**src/hdl/stls_pkg.sv**
```systemverilog
// Shared types, codes and constants of the slope tolerance line segmenter.
package stls_pkg;

  localparam int unsigned COORD_W = 32;
  localparam int unsigned DEV_W   = 31;
  localparam int unsigned DIFF_W  = COORD_W + 1;
  localparam int unsigned FRAC_W  = 16;
  localparam int unsigned QUO_W   = COORD_W - 1;
  localparam int unsigned CNT_W   = 5;

  localparam logic [DEV_W-1:0]   DEV_RESET = 31'd7864;
  localparam logic [CNT_W-1:0]   DIV_LAST  = 5'(QUO_W - 1);
  localparam logic [COORD_W-1:0] SLOPE_MAX = 32'h7FFF_FFFF;
  localparam logic [COORD_W-1:0] SLOPE_MIN = 32'h8000_0000;

  typedef struct packed {
    logic signed [COORD_W-1:0] point_x;
    logic signed [COORD_W-1:0] point_y;
    logic                      last_point;
  } point_t;

  typedef struct packed {
    logic signed [COORD_W-1:0] seg_start_x;
    logic signed [COORD_W-1:0] seg_start_y;
    logic signed [COORD_W-1:0] seg_end_x;
    logic signed [COORD_W-1:0] seg_end_y;
    logic                      final_segment;
  } seg_t;

  typedef enum logic [1:0] {
    PH_START  = 2'd0,
    PH_SECOND = 2'd1,
    PH_INSEG  = 2'd2
  } phase_t;

  typedef enum logic [2:0] {
    ST_IDLE   = 3'd0,
    ST_DECIDE = 3'd1,
    ST_PREP   = 3'd2,
    ST_INIT   = 3'd3,
    ST_DIV    = 3'd4,
    ST_FIX    = 3'd5,
    ST_EVAL   = 3'd6,
    ST_EMIT   = 3'd7
  } ctl_state_t;

  typedef struct packed {
    logic latch;
    logic store_start;
    logic load_diff;
    logic load_abs;
    logic div_init;
    logic div_step;
    logic div_fix;
    logic set_horiz;
    logic set_slope_ref;
    logic upd_prev;
    logic load_out;
  } dp_cmd_t;

  typedef struct packed {
    logic last;
    logic y_eq_start;
    logic horiz;
    logic hz_ok;
    logic sl_ok;
    logic div_done;
  } dp_status_t;

endpackage

```
**src/hdl/stls_ctrl.sv**
```systemverilog
// Controller state machine: point phases, divider sequencing and result handshake.
module stls_ctrl (
  input  logic                clk,
  input  logic                rst,
  input  logic                point_valid,
  output logic                point_ready,
  output logic                seg_valid,
  input  logic                seg_ready,
  input  stls_pkg::dp_status_t sts,
  output stls_pkg::dp_cmd_t    cmd
);
  import stls_pkg::*;

  ctl_state_t state, state_next;
  phase_t     phase, phase_next;
  logic       out_free;

  assign out_free = !seg_valid || seg_ready;

  always_ff @(posedge clk) begin
    if (rst) begin
      state     <= ST_IDLE;
      phase     <= PH_START;
      seg_valid <= 1'b0;
    end else begin
      state <= state_next;
      phase <= phase_next;
      if (cmd.load_out) begin
        seg_valid <= 1'b1;
      end else if (seg_ready) begin
        seg_valid <= 1'b0;
      end
    end
  end

  // Next state and next phase.
  always_comb begin
    state_next = state;
    phase_next = phase;
    unique case (state)
      ST_IDLE: begin
        if (point_valid) state_next = ST_DECIDE;
      end
      ST_DECIDE: begin
        unique case (phase)
          PH_SECOND: begin
            if (sts.y_eq_start || sts.last) begin
              if (sts.last) begin
                phase_next = PH_START;
                state_next = ST_EMIT;
              end else begin
                phase_next = PH_INSEG;
                state_next = ST_IDLE;
              end
            end else begin
              state_next = ST_PREP;
            end
          end
          PH_INSEG: begin
            if (sts.last) begin
              phase_next = PH_START;
              state_next = ST_EMIT;
            end else begin
              state_next = ST_PREP;
            end
          end
          default: begin
            phase_next = sts.last ? PH_START : PH_SECOND;
            state_next = ST_IDLE;
          end
        endcase
      end
      ST_PREP: state_next = ST_INIT;
      ST_INIT: begin
        if (phase == PH_INSEG && sts.horiz) begin
          if (sts.hz_ok) begin
            state_next = ST_IDLE;
          end else begin
            phase_next = PH_START;
            state_next = ST_EMIT;
          end
        end else begin
          state_next = ST_DIV;
        end
      end
      ST_DIV: begin
        if (sts.div_done) state_next = ST_FIX;
      end
      ST_FIX: state_next = ST_EVAL;
      ST_EVAL: begin
        if (phase == PH_SECOND) begin
          phase_next = PH_INSEG;
          state_next = ST_IDLE;
        end else if (sts.sl_ok) begin
          state_next = ST_IDLE;
        end else begin
          phase_next = PH_START;
          state_next = ST_EMIT;
        end
      end
      ST_EMIT: begin
        if (out_free) state_next = ST_IDLE;
      end
      default: state_next = ST_IDLE;
    endcase
  end

  // Datapath commands.
  always_comb begin
    cmd         = '0;
    point_ready = 1'b0;
    unique case (state)
      ST_IDLE: begin
        point_ready = 1'b1;
        cmd.latch   = point_valid;
      end
      ST_DECIDE: begin
        cmd.load_diff = 1'b1;
        unique case (phase)
          PH_SECOND: begin
            if (sts.y_eq_start) begin
              cmd.set_horiz = 1'b1;
              cmd.upd_prev  = 1'b1;
            end else if (sts.last) begin
              cmd.upd_prev = 1'b1;
            end
          end
          PH_INSEG: ;
          default: cmd.store_start = !sts.last;
        endcase
      end
      ST_PREP: cmd.load_abs = 1'b1;
      ST_INIT: begin
        if (phase == PH_INSEG && sts.horiz) begin
          cmd.upd_prev = sts.hz_ok;
        end else begin
          cmd.div_init = 1'b1;
        end
      end
      ST_DIV: cmd.div_step = 1'b1;
      ST_FIX: cmd.div_fix = 1'b1;
      ST_EVAL: begin
        if (phase == PH_SECOND) begin
          cmd.set_slope_ref = 1'b1;
          cmd.upd_prev      = 1'b1;
        end else begin
          cmd.upd_prev = sts.sl_ok;
        end
      end
      ST_EMIT: cmd.load_out = out_free;
      default: ;
    endcase
  end

endmodule

```
**src/hdl/stls_dp.sv**
```systemverilog
// Datapath: point registers, serial slope divider, tolerance checks and result register.
module stls_dp (
  input  logic                 clk,
  input  logic                 rst,
  input  stls_pkg::point_t     point,
  input  logic                 cfg_write,
  input  logic [30:0]          cfg_data,
  input  stls_pkg::dp_cmd_t    cmd,
  output stls_pkg::dp_status_t sts,
  output stls_pkg::seg_t       seg
);
  import stls_pkg::*;

  point_t                    item;
  logic [DEV_W-1:0]          dev;
  logic [COORD_W-1:0]        start_x, start_y, prev_x, prev_y;
  logic signed [COORD_W-1:0] ref_slope;
  logic                      horiz;
  logic signed [DIFF_W-1:0]  dx, dy;
  logic [DIFF_W-1:0]         dmag, nmag;
  logic                      neg, ovf, zero;
  logic [DIFF_W-1:0]         rem;
  logic [QUO_W-1:0]          nlow;
  logic [QUO_W-1:0]          quo;
  logic [CNT_W-1:0]          cnt;
  logic signed [COORD_W-1:0] slope;

  logic [DIFF_W:0]           rem_sh;
  logic                      take;
  logic signed [DIFF_W-1:0]  sdiff;
  logic signed [DIFF_W-1:0]  dev_pos, dev_neg;

  // One restoring step: bring down the next numerator bit and try the subtract.
  assign rem_sh = {rem, nlow[QUO_W-1]};
  assign take   = rem_sh >= {1'b0, dmag};

  assign sdiff   = DIFF_W'(slope) - DIFF_W'(ref_slope);
  assign dev_pos = $signed({2'b00, dev});
  assign dev_neg = -dev_pos;

  assign sts.last       = item.last_point;
  assign sts.y_eq_start = item.point_y == start_y;
  assign sts.horiz      = horiz;
  assign sts.hz_ok      = nmag < {2'b00, dev};
  assign sts.sl_ok      = (sdiff <= dev_pos) && (sdiff >= dev_neg);
  assign sts.div_done   = cnt == '0;

  always_ff @(posedge clk) begin
    if (rst) begin
      dev   <= DEV_RESET;
      horiz <= 1'b0;
    end else begin
      if (cfg_write) dev <= cfg_data;
      if (cmd.set_horiz) begin
        horiz <= 1'b1;
      end else if (cmd.set_slope_ref) begin
        horiz <= 1'b0;
      end
    end
  end

  always_ff @(posedge clk) begin
    if (cmd.latch) item <= point;
    if (cmd.store_start) begin
      start_x <= item.point_x;
      start_y <= item.point_y;
    end
    if (cmd.store_start || cmd.upd_prev) begin
      prev_x <= item.point_x;
      prev_y <= item.point_y;
    end
    if (cmd.set_horiz) ref_slope <= '0;
    if (cmd.set_slope_ref) ref_slope <= slope;
    if (cmd.load_diff) begin
      dx <= DIFF_W'(item.point_x) - $signed({prev_x[COORD_W-1], prev_x});
      dy <= DIFF_W'(item.point_y) - $signed({prev_y[COORD_W-1], prev_y});
    end
    if (cmd.load_abs) begin
      dmag <= dx[DIFF_W-1] ? DIFF_W'(-dx) : DIFF_W'(dx);
      nmag <= dy[DIFF_W-1] ? DIFF_W'(-dy) : DIFF_W'(dy);
      neg  <= dx[DIFF_W-1] ^ dy[DIFF_W-1];
    end
    // The quotient of |dy| * 2^16 / |dx| saturates once |dy| >> 15 reaches |dx|;
    // below that only 31 quotient bits remain to be found.
    if (cmd.div_init) begin
      rem  <= {15'd0, nmag[DIFF_W-1:15]};
      ovf  <= {15'd0, nmag[DIFF_W-1:15]} >= dmag;
      zero <= nmag == '0;
      nlow <= {nmag[14:0], {FRAC_W{1'b0}}};
      quo  <= '0;
      cnt  <= DIV_LAST;
    end
    if (cmd.div_step) begin
      rem  <= take ? DIFF_W'(rem_sh - {1'b0, dmag}) : rem_sh[DIFF_W-1:0];
      quo  <= {quo[QUO_W-2:0], take};
      nlow <= {nlow[QUO_W-2:0], 1'b0};
      cnt  <= cnt - CNT_W'(1);
    end
    if (cmd.div_fix) begin
      if (zero) begin
        slope <= '0;
      end else if (ovf) begin
        slope <= neg ? SLOPE_MIN : SLOPE_MAX;
      end else begin
        slope <= neg ? -$signed({1'b0, quo}) : $signed({1'b0, quo});
      end
    end
    if (cmd.load_out) begin
      seg.seg_start_x   <= start_x;
      seg.seg_start_y   <= start_y;
      seg.seg_end_x     <= item.point_x;
      seg.seg_end_y     <= item.point_y;
      seg.final_segment <= item.last_point;
    end
  end

endmodule

```
**src/hdl/slope_tolerance_line_segmenter.sv**
```systemverilog
// Slope tolerance line segmenter: top level joining controller and datapath.
//
// Points (signed Q16.16 x, y and a last-point flag) arrive on the point
// channel; each closed segment leaves on the seg channel as start and end
// coordinates plus a flag telling whether the scan's last point closed it.
// Both channels are valid/ready; a transaction completes when both are high.
// The cfg channel writes the 31-bit tolerance (reset value 7864, about 0.12).
// A segment start is latched and decided; a point judged by y difference also
// passes the prep and init states, and a point that needs a slope then runs
// the serial restoring divider: setup, one of 31 quotient bits per cycle, and
// the saturation and tolerance check. A point that closes a segment passes
// the emit state to load the result register. No new point is taken while a
// point is being worked on. A finished result waits in the output register
// without blocking the next point; only a second result waits in its emit
// state until the receiver takes the first. Reset returns the block to waiting
// for a segment start, drops any pending result and restores the tolerance.
module slope_tolerance_line_segmenter (
  input  logic             clk,
  input  logic             rst,
  input  logic             point_valid,
  output logic             point_ready,
  input  stls_pkg::point_t point,
  output logic             seg_valid,
  input  logic             seg_ready,
  output stls_pkg::seg_t   seg,
  input  logic             cfg_valid,
  output logic             cfg_ready,
  input  logic [30:0]      cfg_data
);
  import stls_pkg::*;

  dp_cmd_t    cmd;
  dp_status_t sts;

  assign cfg_ready = 1'b1;

  stls_ctrl u_ctrl (
    .clk         (clk),
    .rst         (rst),
    .point_valid (point_valid),
    .point_ready (point_ready),
    .seg_valid   (seg_valid),
    .seg_ready   (seg_ready),
    .sts         (sts),
    .cmd         (cmd)
  );

  stls_dp u_dp (
    .clk       (clk),
    .rst       (rst),
    .point     (point),
    .cfg_write (cfg_valid && cfg_ready),
    .cfg_data  (cfg_data),
    .cmd       (cmd),
    .sts       (sts),
    .seg       (seg)
  );

  // An accepted point is worked on before another one is taken.
  a_one_at_a_time: assert property (@(posedge clk) disable iff (rst)
    (point_valid && point_ready) |=> !point_ready)
    else $error("point accepted while the previous one is in progress");

  // A result only appears from the emit step, never while idle.
  a_result_source: assert property (@(posedge clk) disable iff (rst)
    $rose(seg_valid) |-> !$past(point_ready))
    else $error("result raised outside the emit step");

  // The result register is never overwritten while its transaction is pending.
  a_no_overwrite: assert property (@(posedge clk) disable iff (rst)
    cmd.load_out |-> (!seg_valid || seg_ready))
    else $error("pending result overwritten");

  // Divider phases are exclusive, and none coincides with loading a result.
  a_div_phases: assert property (@(posedge clk) disable iff (rst)
    $onehot0({cmd.div_init, cmd.div_step, cmd.div_fix, cmd.load_out}))
    else $error("conflicting divider commands");

endmodule
```
**config.mk**
```make
export PLATFORM = sky130hd
export DESIGN_NAME = slope_tolerance_line_segmenter
export DESIGN_NICKNAME = d
export VERILOG_FILES = /design/src/hdl/stls_pkg.sv /design/src/hdl/stls_ctrl.sv /design/src/hdl/stls_dp.sv /design/src/hdl/slope_tolerance_line_segmenter.sv
export SDC_FILE = /design/constraint.sdc
export NUM_CORES = 1
export LEC_CHECK = 0
export CAP_MARGIN = 30
export CORE_AREA = 10 10 295 354
export DETAILED_ROUTE_END_ITERATION = 16
export DIE_AREA = 0 0 305 364
export DONT_BUFFER_PORTS = 1
export GPL_TIMING_DRIVEN = 0
export PLACE_DENSITY = 0.45
export SKIP_CTS_REPAIR_TIMING = 1
export SYNTH_ARGS = -nofsm -noshare
export SYNTH_HDL_FRONTEND = slang
export SYNTH_HIERARCHICAL = 1
export SYNTH_SLANG_ARGS = --single-unit
```
**constraint.sdc**
```tcl
create_clock -name clk -period 9.7 [get_ports clk]
set_input_delay 0.97 -clock clk [delete_from_list [all_inputs] [get_ports clk]]
set_output_delay 0.97 -clock clk [all_outputs]
set_load 0.005 [all_outputs]
```
==> results.json, run 1 <==
{
  "netlist_top_cells_area": "edfxtp_1, ha_1, xnor2_1",
  "p_leak_nw": 14.6,
  "cts_made_buffers": 74,
  "clock_latency_ps": 640,
  "tightestPinTransition_ps": 922,
  "fin_crit_ps": 6960,
  "routed-wl-met2_um": 44500,
  "coreArea_mm2": 0.0976,
  "die_w_um": 305,
  "setup_tns_ps": 0,
  "vdd_drop_max_mv": 0.135,
  "crit_required_ps": 9970,
  "antenna_found_initial": 2,
  "ant_nets": 0,
  "setup_viol": 0,
  "wl_met3_um": 3990,
  "synthCells": 2845,
  "syn_nets": 3198,
  "pin_count": 233,
  "p_switching_mw": 1.45,
  "ys_seq_elements": 643,
  "via_count": 21700,
  "whs_ps": 401,
  "p_clk_share_pct": 44.4,
  "cts_max_level": 3,
  "gp_congestion": 0.890,
  "yosysTopAreaCellShare_pct": 53.8,
  "hp-class": "input port to flip-flop",
  "drive_gt1_share_pct": 6.87,
  "startpoint_type": "flip-flop",
  "p_sw_share_pct": 22.8,
  "grt_max_degree": 63,
  "wl_per_cell_um": 20.3,
  "io_buffers": 0,
  "yosys.area.top_type": "edfxtp_1",
  "grt_first_pass_wirelength_um": 133000,
  "firstDrtPassIters": 6,
  "syn_area_mm2": 0.0338,
  "hold_viol_final": 0,
  "drv_cap": 0,
  "relSlewSlack_pct": 38.4,
  "cts_tree": "built",
  "yosysSeqAreaShare_pct": 56.1,
  "clockBufferDepth": 3,
  "synth_edf_count": 605,
  "synth_cell_types": 89,
  "cts-root-buf": "clkbuf_16",
  "crit_path_end_kind": "flip-flop",
  "grt.total_usage_pct": 15.3,
  "synth_ff_type": "edfxtp_1",
  "crit_type": "flip-flop to flip-flop",
  "rows": 126,
  "via_per_inst": 5.07,
  "avgSynthCellArea_um2": 11.9,
  "async_flop_share_pct": 0,
  "internal_power_mw": 4.88,
  "p_total_mw": 6.33,
  "die_h_um": 364,
  "synth.most_common_cell": "edfxtp_1",
  "yosysWarnings": 6,
  "wl_met1_um": 36300,
  "fmax_mhz": 144,
  "grt_overflow": 0,
  "p_comb_share_pct": 5.7,
  "fin_crit_sh_pct": 71.7,
  "rsz0062_at_grt": "no",
  "p_per_area_mw_per_mm2": 166,
  "clk_pin_slew_ps": 60,
  "slew_violations": 0,
  "highest_layer": "met5",
  "run_status": "finished clean",
  "fin_nets": 3291,
  "synth_common_cells": "edfxtp_1, ha_1, nor2_1, inv_1, a21oi_1",
  "fin_util_pct": 39.1,
  "seqPwrFrac_pct": 49.9,
  "fin_skew_ps": 39.5,
  "crit_arrival_ps": 7230,
  "initial_core_util_pct": 34.6,
  "die_area_mm2": 0.111,
  "cts_sinks": 643,
  "post-dp-hpwl_um": 67900,
  "routed_wl_um": 87000,
  "drt_iter0_drc": 1089,
  "drc": 0,
  "grt_pass1_vias": 22400,
  "area_growth_pct": 13.0,
  "crit_fanout": 54
}
==> per-stage QoR <==
| stage | instances | setup slack [ps] | instance area (µm²) |
|---|---|---|---|
| floorplan | 2845 | 2270 | 33800 |
| global placement | 4125 | -701 | 35400 |
| detailed placement | 4141 | 2790 | 35700 |
| global route | 4279 | 2440 | 38200 |
| CTS | 4277 | 2760 | 38100 |
| finish | 4279 | 2740 | 38200 |
==> cell usage in the layout (no fill, tap or decap), drive strengths merged, types with 7 or more instances in the layout <==
cell type	netlist	routed
nand2	157	157
or2	14	14
nand4	38	38
nand2b	42	42
o21a	23	23
mux2	14	14
clkbuf	46	135
o31ai	25	25
a21o	101	101
and3	16	16
a21boi	7	7
o22a	18	18
nor2b	42	42
a21oi	174	174
nor4	39	39
a211oi	24	24
a31oi	13	13
nand3	44	44
o211ai	14	14
inv	212	218
dfxtp	38	38
mux2i	50	50
or3	14	14
o21bai	8	8
bufinv	0	7
and2	66	66
ha	248	248
xor2	79	79
edfxtp	605	605
buf	14	31
o21ai	111	111
nor3	58	58
xnor2	161	161
nor2	231	231
clkinv	1	31
or4	13	13
==> path summary, 6_finish.rpt <==
kind,start,to,slack [ps],cells after the start
hold reg to reg,u_dp/start_x[6],u_dp/seg[103],410,0
setup / recovery,u_dp/slope[6],u_dp/prev_x[3],2740,27
hold / removal,rst,u_ctrl/seg_valid,400,1
setup reg to reg,u_dp/slope[6],u_dp/prev_x[3],2740,27
==> sequential cells by signal, summed over array words and instances, names as in the netlist, 32 cells and up <==
signal / flops
u_dp/prev_x: 32
u_dp/dx: 33
u_dp/item: 64
u_dp/prev_y: 32
u_dp/nmag: 33
u_dp/rem: 33
u_dp/dmag: 33
u_dp/slope: 32
u_dp/start_x: 32
u_dp/start_y: 32
u_dp/dy: 33
u_dp/ref_slope: 32
u_dp/seg: 129
==> power by group through the flow <==
stage | clock network (mW) | logic [mW] | registers, mW
finish | 2.81 | 0.360 | 3.16
global route | 3.02 | 0.407 | 3.16
CTS | 2.91 | 0.364 | 3.16
detailed placement | 0 | 0.362 | 3.22
global placement | 0 | 0.350 | 3.22
floorplan | 0 | 0.266 | 3.19
==> worst max-delay path: stages (launching register included) <==
cell and delay [ps]:
edfxtp_1 410, ha_1 360, and3_1 200, a221oi_1 600
nand2b_1 110, o21bai_1 260, a21oi_1 210, a31o_2 280
a21oi_1 360, nor2_1 110, xnor2_1 240, ha_1 300
a21o_1 180, a21o_1 170, a21oi_1 160, nor2b_1 60
o21ai_0 150, nand2b_1 140, a2111oi_0 420, nor2_1 160
nor3b_1 200, o31a_1 490, nor2_1 80, o22ai_1 160
nand2_1 70, nand2_1 60, or2_4 260, buf_16 290
==> routing by layer <==
layer | vias up | global-route usage [%]
li1 | 10600 | -
met1 | 10400 | 17.8
met4 | 2 | 4.52
met2 | 444 | 27.8
met5 | - | 0
met3 | 146 | 3.28
==> cell families (layout without fill, tap and decap cells) <==
logic type               after synthesis  in the layout  share of synthesized area, %
AO/OA/AOI/OAI                        581            581                          11.4
XOR/XNOR                             240            240                          6.23
adder cells (fa/ha/maj)              252            252                          9.43
buffers and inverters                273            426                          3.18
flip-flops                           643            643                          56.1
multiplexers                          64             64                          1.95
other                                  1              2                        0.0111
AND/OR/NAND/NOR                      791            791                          11.8
==> layout make-up <==
class | instances | area (µm²)
repair buffers | 17 | 307
clock inverters | 47 | 524
fillers | 9294 | 59400
plain buffers | 60 | 275
well taps | 1280 | 1600
diodes | 1 | 2.50
multi-input cells | 1929 | 13800
clock buffers | 89 | 1940
inverters | 213 | 800
flip-flops and latches | 643 | 18900
(Power assumes the default switching activity.)
==> inputs of run 2 (changes only) <==
- clock period: 9.7 -> 6.95 ns (I/O delays scaled with it)
==> results.json, run 2 (synthesis gave the netlist of run 1 again) <==
{
  "run_status": "finished clean",
  "fin_skew_ps": 39.1,
  "p_sw_share_pct": 22.4,
  "fin_crit_sh_pct": 92.3,
  "p_switching_mw": 1.96,
  "crit_type": "flip-flop to flip-flop",
  "clockBufferDepth": 3,
  "fmax_mhz": 156,
  "final_common_cell": "edfxtp_1",
  "tightestPinTransition_ps": 987,
  "whs_ps": 143,
  "slowest_stage": "edfxtp_1",
  "reg2reg_to": "u_dp/prev_x[2]",
  "cts_sinks": 643,
  "drv_cap": 0,
  "via_per_inst": 5.03,
  "startpoint_type": "flip-flop",
  "drt_iter0_drc": 1081,
  "top_regs": "u_dp/seg (129), u_dp/item (64)",
  "hp-class": "input port to flip-flop",
  "seqPwrFrac_pct": 50.4,
  "drc": 0,
  "slew_violations": 0,
  "hold_viol_final": 0,
  "via_count": 21500,
  "pin_count": 233,
  "antenna_found_initial": 3,
  "fin_nets": 3294,
  "ant_nets": 0,
  "crit_path_start": "u_dp/slope[8]",
  "final_area_mm2": 0.0381,
  "drive_gt1_share_pct": 6.81,
  "coreArea_mm2": 0.0976,
  "diodes": 0,
  "p_leak_nw": 14.6,
  "die_w_um": 305,
  "crit_path_end_kind": "flip-flop",
  "grt_max_degree": 62,
  "slowest_delay_ps": 410,
  "pre_cts_ws_ps": -13.2,
  "largest_register_ffs": 129,
  "area_growth_pct": 13.0,
  "die_h_um": 364,
  "rows": 126,
  "post-dp-hpwl_um": 68200,
  "firstDrtPassIters": 5,
  "clock_latency_ps": 640,
  "place_area_mm2": 0.0357,
  "nFillCells": 9292,
  "layout_common_cells": "edfxtp_1, ha_1, nor2_1",
  "rsz0062_at_grt": "no",
  "fin_crit_ps": 6420,
  "cts-root-buf": "clkbuf_16",
  "gp_congestion": 0.880,
  "p_per_area_mw_per_mm2": 229,
  "crit_fanout": 49,
  "reg2reg_setup_slack_ps": 530,
  "die_area_mm2": 0.111,
  "crit_required_ps": 7240,
  "relSlewSlack_pct": 34.2,
  "cts_tree": "built",
  "internal_power_mw": 6.79,
  "multiInputGateArea_mm2": 0.0138,
  "cts_max_level": 3,
  "ff2ff_path_depth": 28,
  "initial_core_util_pct": 34.6,
  "clk_pin_slew_ps": 60,
  "routed_wl_um": 86900,
  "wl_per_cell_um": 20.3,
  "cts_made_buffers": 74,
  "io_buffers": 0,
  "vdd_drop_max_mv": 0.198,
  "critPathCapture": "u_dp/prev_x[2]",
  "setup_viol": 0,
  "reg2reg_from": "u_dp/slope[8]",
  "finalWorstSetupSlack_ps": 533,
  "p_comb_share_pct": 5.7,
  "grt.total_usage_pct": 15.4,
  "crit_arrival_ps": 6700,
  "p_clk_share_pct": 43.9,
  "grt_overflow": 0,
  "regMostFlops": "u_dp/seg",
  "grt_first_pass_wirelength_um": 133000,
  "seqCellArea_mm2": 0.0189,
  "grt_pass1_vias": 22100
}
[run 2: changes by cell type in the layout (fill, tap and decap cells not counted), sizes merged]
cell      previous run  this run
buf                 31        34
clkinvlp             4         2
diode                1         0
inv                218       216
[run 2: area by class of cell]
| type | count | area share, % |
|---|---|---|
| Sequential cell | 643 | 49.6 |
| Multi-Input combinational cell | 1929 | 36.2 |
| Clock buffer | 89 | 5.09 |
| Tap cell | 1280 | 4.20 |
| Inverter | 213 | 2.10 |
| Clock inverter | 43 | 1.14 |
| Timing Repair Buffer | 20 | 0.906 |
| Buffer | 60 | 0.722 |
[run 2: per-layer routing]
| metal | share of wire, % | wire length (µm) | vias to the layer above | GRT usage (%) |
|---|---|---|---|---|
| met3 | 5.3 | 4590 | 142 | 3.60 |
| met2 | 50 | 43800 | 446 | 27.3 |
| met4 | 3.6 | 3140 | 6 | 6.84 |
| met5 | 0.041 | 36 | - | 0 |
| li1 | - | - | 10600 | - |
| met1 | 41 | 35400 | 10300 | 17.5 |
[run 2: power by group through the flow]
stage	clock network, mW	logic [mW]	registers (mW)
finish	3.84	0.499	4.41
global route	4.14	0.565	4.42
CTS	4.00	0.505	4.41
detailed placement	0	0.502	4.49
global placement	0	0.487	4.49
floorplan	0	0.371	4.45
[run 2: stage by stage]
stage | TNS, ps | utilization [%] | power (mW) | instances
finish | 0 | 39.1 | 8.74 | 4277
floorplan | 0 | - | 4.82 | 2845
global placement | -125740 | 36.2 | 4.98 | 4125
detailed placement | -202 | 36.6 | 4.99 | 4142
global route | 0 | 39.1 | 9.13 | 4277
CTS | -299 | 39.0 | 8.91 | 4274
[run 2: worst max-delay path, delay by kind of cell, from the launching register on]
kind                       cells  cell delay, ps
DFF                            1             410
buffers and inverters          2             400
AOI/OAI and AO/OA             12            2800
and+or+nand+nor               11            1420
xor gates and xnor gates       1             260
adders and majority gates      2             680
[run 2: how the worst min path moves through the flow]
| stage | start | endpoint | slack (ps) | cells past startpoint |
|---|---|---|---|---|
| after floorplan | u_dp/start_x[3] | u_dp/seg[100] | 400 | 0 |
| after global placement | u_dp/start_x[6] | u_dp/seg[103] | 400 | 0 |
| after detailed placement | u_dp/start_x[6] | u_dp/seg[103] | 400 | 0 |
| after CTS | point[13] | u_dp/item[13] | 90 | 0 |
| after global routing | point[13] | u_dp/item[13] | 110 | 0 |
| final | rst | u_ctrl/seg_valid | 140 | 1 |
